--- src/hdl/rgma_pkg.sv ---
// ----------------------------------------------------------------------------
// rgma_pkg: shared types and constants
// Sizes, register indexes and lane control for the six-channel moving average.
// ----------------------------------------------------------------------------
package rgma_pkg;

	localparam int CHANNELS   = 6;
	localparam int MAX_WINDOW = 64;
	localparam int DATA_W     = 32;
	localparam int PTR_W      = $clog2(MAX_WINDOW);
	localparam int FILL_W     = PTR_W + 1;
	localparam int SUM_W      = DATA_W + PTR_W + 1;
	localparam int DIV_STEP   = 5;
	localparam int DIV_ITERS  = (SUM_W + DIV_STEP) / DIV_STEP;
	localparam int DVD_W      = DIV_ITERS * DIV_STEP;
	localparam int CNT_W      = (DIV_ITERS > 1) ? $clog2(DIV_ITERS) : 1;
	localparam int WIN_REG_W  = 7;
	localparam int CFG_IDX_W  = 2;

	localparam logic [CFG_IDX_W-1:0] REG_UPDATE_PERIOD = CFG_IDX_W'(0);
	localparam logic [CFG_IDX_W-1:0] REG_AVG_WINDOW    = CFG_IDX_W'(1);

	localparam logic [DATA_W-1:0]    PERIOD_RESET = DATA_W'(10000);
	localparam logic [WIN_REG_W-1:0] WINDOW_RESET = WIN_REG_W'(50);

	typedef logic signed [DATA_W-1:0] sample_t;

	typedef struct packed {
		logic              start;
		logic              capture;
		logic              pass_sel;
		logic              sum_en;
		logic              load_en;
		logic              div_en;
		logic              pop;
		logic [PTR_W-1:0]  wr_addr;
		logic [PTR_W-1:0]  rd_addr;
		logic [FILL_W-1:0] divisor;
	} lane_ctl_t;

	typedef enum logic [4:0] {
		ST_IDLE = 5'b00001,
		ST_SUM  = 5'b00010,
		ST_LOAD = 5'b00100,
		ST_DIV  = 5'b01000,
		ST_DONE = 5'b10000
	} state_t;

endpackage

--- src/hdl/rgma_lane.sv ---
// ----------------------------------------------------------------------------
// rgma_lane: one channel of the moving average
// Sample ring, running sum and a radix-32 divider for sum / fill.
// ----------------------------------------------------------------------------
module rgma_lane (
	input  logic                clk,
	input  logic                arst_n,
	input  rgma_pkg::lane_ctl_t ctl,
	input  rgma_pkg::sample_t   sample,
	output rgma_pkg::sample_t   result
);

	logic [rgma_pkg::DATA_W-1:0] mem [rgma_pkg::MAX_WINDOW];
	logic [rgma_pkg::DATA_W-1:0] rd_q;
	rgma_pkg::sample_t           samp_q;
	logic signed [rgma_pkg::SUM_W-1:0] sum_q;
	logic [rgma_pkg::DVD_W-1:0]  dvd_q;
	logic [rgma_pkg::FILL_W-1:0] rem_q;
	logic                        neg_q;

	logic signed [rgma_pkg::SUM_W-1:0] samp_ext;
	logic signed [rgma_pkg::SUM_W-1:0] old_ext;
	logic [rgma_pkg::SUM_W-1:0]        mag;
	logic [rgma_pkg::DVD_W-1:0]        dvd_n;
	logic [rgma_pkg::FILL_W-1:0]       rem_n;
	logic [rgma_pkg::DATA_W-1:0]       quo;

	// read old entry before the write lands (same address when the ring is full)
	always_ff @(posedge clk) begin
		if (ctl.start) begin
			rd_q <= mem[ctl.rd_addr];
			mem[ctl.wr_addr] <= sample;
		end
	end

	always_ff @(posedge clk) begin
		if (ctl.capture)
			samp_q <= sample;
	end

	assign samp_ext = {{(rgma_pkg::SUM_W-rgma_pkg::DATA_W){samp_q[rgma_pkg::DATA_W-1]}}, samp_q};
	assign old_ext  = ctl.pop ?
		{{(rgma_pkg::SUM_W-rgma_pkg::DATA_W){rd_q[rgma_pkg::DATA_W-1]}}, rd_q} :
		'0;
	assign mag = sum_q[rgma_pkg::SUM_W-1] ? (~sum_q + 1'b1) : sum_q;

	always_ff @(posedge clk or negedge arst_n) begin
		if (!arst_n) begin
			sum_q <= '0;
		end else if (ctl.sum_en) begin
			sum_q <= sum_q + samp_ext - old_ext;
		end
	end

	// restoring division, DIV_STEP quotient bits per cycle
	always_comb begin
		logic [rgma_pkg::FILL_W:0]  r;
		logic [rgma_pkg::DVD_W-1:0] d;
		r = {1'b0, rem_q};
		d = dvd_q;
		for (int j = 0; j < rgma_pkg::DIV_STEP; j++) begin
			r = {r[rgma_pkg::FILL_W-1:0], d[rgma_pkg::DVD_W-1]};
			d = {d[rgma_pkg::DVD_W-2:0], 1'b0};
			if (r >= {1'b0, ctl.divisor}) begin
				r = r - {1'b0, ctl.divisor};
				d[0] = 1'b1;
			end
		end
		rem_n = r[rgma_pkg::FILL_W-1:0];
		dvd_n = d;
	end

	always_ff @(posedge clk) begin
		if (ctl.load_en) begin
			neg_q <= sum_q[rgma_pkg::SUM_W-1];
			dvd_q <= {{(rgma_pkg::DVD_W-rgma_pkg::SUM_W){1'b0}}, mag};
			rem_q <= '0;
		end else if (ctl.div_en) begin
			dvd_q <= dvd_n;
			rem_q <= rem_n;
		end
	end

	assign quo    = dvd_q[rgma_pkg::DATA_W-1:0];
	assign result = ctl.pass_sel ? samp_q : (neg_q ? -quo : quo);

endmodule

--- config.mk ---
export PLATFORM = sky130hd
export DESIGN_NAME = rgma_lane
export DESIGN_NICKNAME = d
export VERILOG_FILES = /design/src/hdl/rgma_pkg.sv /design/src/hdl/rgma_lane.sv
export SDC_FILE = /design/constraint.sdc
export NUM_CORES = 2
export LEC_CHECK = 0
export ABC_AREA = 0
export BUFFER_PORTS_ARGS = -buffer_cell sky130_fd_sc_hd__buf_2
export CORE_MARGIN = 10
export CORE_UTILIZATION = 45
export CTS_CLUSTER_SIZE = 8
export DETAILED_ROUTE_END_ITERATION = 10
export HOLD_SLACK_MARGIN = 0.08
export MAX_ROUTING_LAYER = met4
export PLACE_DENSITY = 0.61
export RECOVER_POWER = 50
export SLEW_MARGIN = 40
export SYNTH_ARGS = -nofsm -noshare
export SYNTH_HDL_FRONTEND = slang
export SYNTH_SLANG_ARGS = --single-unit
--- constraint.sdc ---
create_clock -name clk -period 11.2 [get_ports clk]
set_input_delay 2.24 -clock clk [delete_from_list [all_inputs] [get_ports clk]]
set_output_delay 2.24 -clock clk [all_outputs]
set_load 0.01 [all_outputs]
# == Word level (Yosys, flattened, before mapping) ==
# Memory sizes are Yosys's and may differ from the RTL's. A register that Yosys moved wholly into a read port is not among the register bits.
# Cells that the tools add are included.
# word_totals
out_inout_bits,32
ram_bits,2048
input_bits,60
register_bits,119
n_memories,1
word_cells,41
# mem_list
memory,words,word_bits,read_ports,rd_ports_with_merged_regs,wr,line,source
mem,64,32,1,1,1,rgma_lane.sv:13,logic [rgma_pkg::DATA_W-1:0] mem [rgma_pkg::MAX_WINDOW];
# classes
bitwise_logic,1
n_reduce_logical,1
magnitude_cmp,5
n_mux,18
n_addsub,9
# op_table
operator,count
$mux W39,4
$mux W32,2
$ge A8 B7 Y1,5
$add A39 B1 Y39 const B,1
$add A39 B32 Y39,1
$not A39 Y39,1
$sub A39 B39 Y39,1
$mux W7,5
$sub A7 B7 Y7,5
$neg A32 Y32,1
$mux W1,7
$reduce_bool A2 Y1,1

# == Depth between registers and ports, before layout ==
# logic_depth
word_depth,12
ltp_mapped,52
ltp_nobuf,49

# == Least setup slack after synthesis ==
# OpenSTA, ideal clock, no wires.
# synth_timing
kind,input-to-reg
start,input ctl[0] (netlist bit)
end,register rem_q[0] (netlist bit)
setup_ps,127
n_path_buf,3
path_slack_ps,-176
cell_stages,47
arrival_time_ps,11249
required_time_ps,11073
path_cell_list,ha_1 inv_1 fa_1 a211oi_2 o21ai_2 a31oi_2 mux2_2 ha_1 nor2b_1 o31a_1 o31ai_2 o311ai_2 buf_4 nand2_1 o21a_1 inv_1 fa_1 nor2b_1 [... 11 more ...] nand3b_1 a21oi_1 o21ai_0 or2_2 o21a_1 buf_6 a221oi_1 ha_1 nor2b_1 o21ai_0 a21boi_0 o21ai_0 o211ai_1 a21o_1 a211oi_1 mux2i_4 and4bb_1 or3_1
# synth_via
elab_chain_cells,10
elab_cells_between_ends,15
classes_between,add/sub (5); order compare (5); mux (5)
# synth_rtl
element,line,source
from (decl),rgma_lane.sv:8,"input rgma_pkg::lane_ctl_t ctl,"
$sub A7 B7 Y7 or $ge A8 B7 Y1 (tied branches),"rgma_lane.sv:65, rgma_lane.sv:64",
$mux W7,rgma_lane.sv:64,"if (r >= {1'b0, ctl.divisor}) begin"
$sub A7 B7 Y7 or $ge A8 B7 Y1 (tied branches),"rgma_lane.sv:65, rgma_lane.sv:64",
$mux W7,rgma_lane.sv:64,
$sub A7 B7 Y7 or $ge A8 B7 Y1 (tied branches),"rgma_lane.sv:65, rgma_lane.sv:64",
$mux W7,rgma_lane.sv:64,
$sub A7 B7 Y7 or $ge A8 B7 Y1 (tied branches),"rgma_lane.sv:65, rgma_lane.sv:64",
$mux W7,rgma_lane.sv:64,
$ge A8 B7 Y1,rgma_lane.sv:64,
$mux W7 (*),rgma_lane.sv:64,
to (signal assigned),rgma_lane.sv:80,rem_q <= rem_n;
to (decl),rgma_lane.sv:18,logic [rgma_pkg::FILL_W-1:0] rem_q;
# Every way passes the cells marked *; elsewhere a longest branch is shown, timed or not.
# A chain may end at the register's enable or synchronous reset.

# == Worst setup path in the final report ==
# Same ends and word-level chain as after synthesis.

==> run summary <==
Clock latency at the later pin of the worst-skew pair: 900 ps
Fin util: 52.3%
Mapped Avg Cell Area: 20.8 sq um
Top achievable clock speed: 94.8 MHz
Post-CTS sizing: 0
Via Count: 44300
Slew @ Worst Pin: 3130 ps
Setup ws final: 649 ps
Async S/R FF share, synth: 1.77%
Core box area: 0.198 sq mm
Syn Inst Count: 4311
DRC viols: 0
Worst Path Max Fanout: 7
CP top delay family: compound AO/OA/AOI/OAI gates
Root buffer cell: clkbuf_16
Initial Util: 45.4%
GPL Wtd Cong: 0.784
Total GRT Usage: 20.8%
I/O Buffers: 91
RSZ-0062 raised after global routing: no
Synth Register Bits: 2199
Die width: 467 um
Hold crit path type: flop to flop
Critical Path RT: 11960 ps
Reg clk slew, reported paths: 50 ps
Initial antenna violation count: 13
H-tree levels: 5
Ys flop type: edfxtp_1
Hold Buf Count CTS: 0
EDFF count, synth: 2152
DIE AREA: 0.218 sq mm
Max-capacitance violation count: 38
Synth unique cells: 70
Minimum clock period: 10550 ps
Slew Limit Fails: 2346
Max IR drop VDD: 437 uV
Final hold vios: 0
DR pass1 iterations: 5
Ys Warns: 0
Failing checks: max-capacitance violations, max-slew violations
Netlist Area Pre-Place: 0.0898 sq mm
Vias in the first global route: 45300
Slew margin rel.: -109%
Worst Skew: 46.9 ps
Vias/cell: 6.00
Nets@finish: 4892
Largest net degree at the start of global routing: 127
First-pass GRT wire length: 323000 um
Seq/Total Area, Yosys: 73.2%
DRT Wirelength: 221000 um
Post-DRT Antenna Nets: 0
Total clock sinks: 2199
Layout Area Growth over Synthesis: 15.2%
Critical path class: primary input to flop
CTS tree: yes
Status: finished with violations
Pwr dens: 240 mW/mm^2
Final period utilization: 94.2%
Lkg Pwr: 0.0337 uW
Io pins: 92
Layout cells sized above 1: 28.8%
Iter 0 DRT Violations: 4469
# Post-CTS Setup Buffers: 0
Critical path capture point type: flop
Post-detail-place hpwl: 120000 um
Place WS: -699 ps
Critical Path Start Type: primary input
CTS Buffer Depth: 4
Crit-path slowest cell: fa_1
Setup violators final: 0
Vert. Die Dim: 467 um
TritonCTS Buffers: 326
Mapped Nets: 4491
Arr. time, crit path: 11310 ps
Delay of the slowest critical-path stage: 420 ps
Num rows: 163
Routed WL per cell: 29.9 um
Total grt overflow: 0
Worst Path Buf+Inv: 6
[tightest hold or removal path, stage by stage, from the launching register on]
cell and delay [ps]:
dfxtp_1 320, mux2i_1 60, nor2_1 70
[registers in the layout, indices dropped and copies added (netlist names)]
register and cells:
mem 2048, dvd_q 40, sum_q 39, rd_q 32, samp_q 32, rem_q 7
neg_q 1
[cell families (layout without fill, tap and decap cells)]
group	after synthesis	after routing	share of synthesized area, %
other	0	5	0
multiplexers	713	713	17.3
flip-flops	2199	2199	73.2
buffers and inverters	375	809	1.60
AND/OR/NAND/NOR	447	447	2.37
adder cells (fa/ha/maj)	120	120	2.03
XOR/XNOR	118	118	1.15
AO/OA/AOI/OAI	339	339	2.35
[placed cells by master, fill, tap and decap left out, types with 62 or more instances in the layout]
| cell type | instances |
|---|---|
| ha_1 | 77 |
| nor2_4 | 62 |
| xnor2_1 | 73 |
| buf_4 | 154 |
| nand2_1 | 119 |
| edfxtp_1 | 2152 |
| inv_1 | 175 |
| clkbuf_16 | 332 |
| nor2_1 | 96 |
| a21oi_1 | 92 |
| mux4_2 | 665 |
| o21ai_0 | 103 |
[where the power goes]
group | total, uW | internal [uW] | switching, uW
Clock | 8420 | 5230 | 3180
Combinational | 6800 | 3310 | 3490
Sequential | 9560 | 9370 | 195
Total | 24800 | 17900 | 6870
[layer usage]
layer	GRT usage [%]	share of wire, %	vias up
met4	4.94	2.1	0
met3	3.28	7.3	360
met2	31.7	48	1775
met5	-	0	-
met1	29.8	43	23800
li1	-	-	18400
[Yosys cell counts (all sizes together) (14+ instances only)]
master | count | area [sq um]
a21oi | 92 | 460
edfxtp | 2152 | 64600
a211oi | 17 | 133
mux4 | 665 | 15000
dfrtp | 39 | 976
nand3 | 21 | 105
fa | 43 | 861
nand2 | 120 | 450
inv | 175 | 657
and2 | 40 | 250
o31ai | 24 | 185
nor2 | 158 | 593
ha | 77 | 963
nor3 | 14 | 70.1
clkbuf | 126 | 493
buf | 74 | 290
a21o | 39 | 293
mux2i | 28 | 293
xnor2 | 73 | 639
xor2 | 45 | 394
o21ai | 112 | 572
nor2b | 18 | 113
mux2 | 20 | 225
[metrics by stage]
stage	TNS [ps]	hold slack (ps)	total power (uW)	instance area, sq um	instances
4_1_cts	0	500	25000	103000	7382
3_5_place_dp	-4980	488	16500	94900	7021
3_3_place_gp	-4870	479	16400	94700	7016
2_1_floorplan	0	456	14200	89800	4311
6_report	0	497	24800	103000	7390
5_1_grt	0	538	26100	103000	7388
[path summary, 6_finish.rpt]
kind                                             start                      to  cells past startpoint  slack [ps]
worst max register to register  dvd_q[39]$_SDFFE_PP0P_   rem_q[0]$_SDFFE_PP0P_                     45        1710
worst min-delay path            dvd_q[39]$_SDFFE_PP0P_  dvd_q[39]$_SDFFE_PP0P_                      2         500
max in group asynchronous                       arst_n   sum_q[36]$_DFFE_PN0P_                      1        8020
min in group asynchronous                       arst_n   sum_q[15]$_DFFE_PN0P_                      1        1960
worst min register to register  dvd_q[39]$_SDFFE_PP0P_  dvd_q[39]$_SDFFE_PP0P_                      2         500
worst max-delay path                            ctl[0]   rem_q[0]$_SDFFE_PP0P_                     45         650
[layout make-up]
type	count	area (sq um)
tap	2640	3300
clock inverter	10	134
sequential	2199	65800
timing repair buffer	273	2050
multi-input combinational	1737	23100
inverter	175	657
antenna	5	12.5
fill	15400	94400
clock buffer	351	8390
Power figures use the tool's default switching activity.
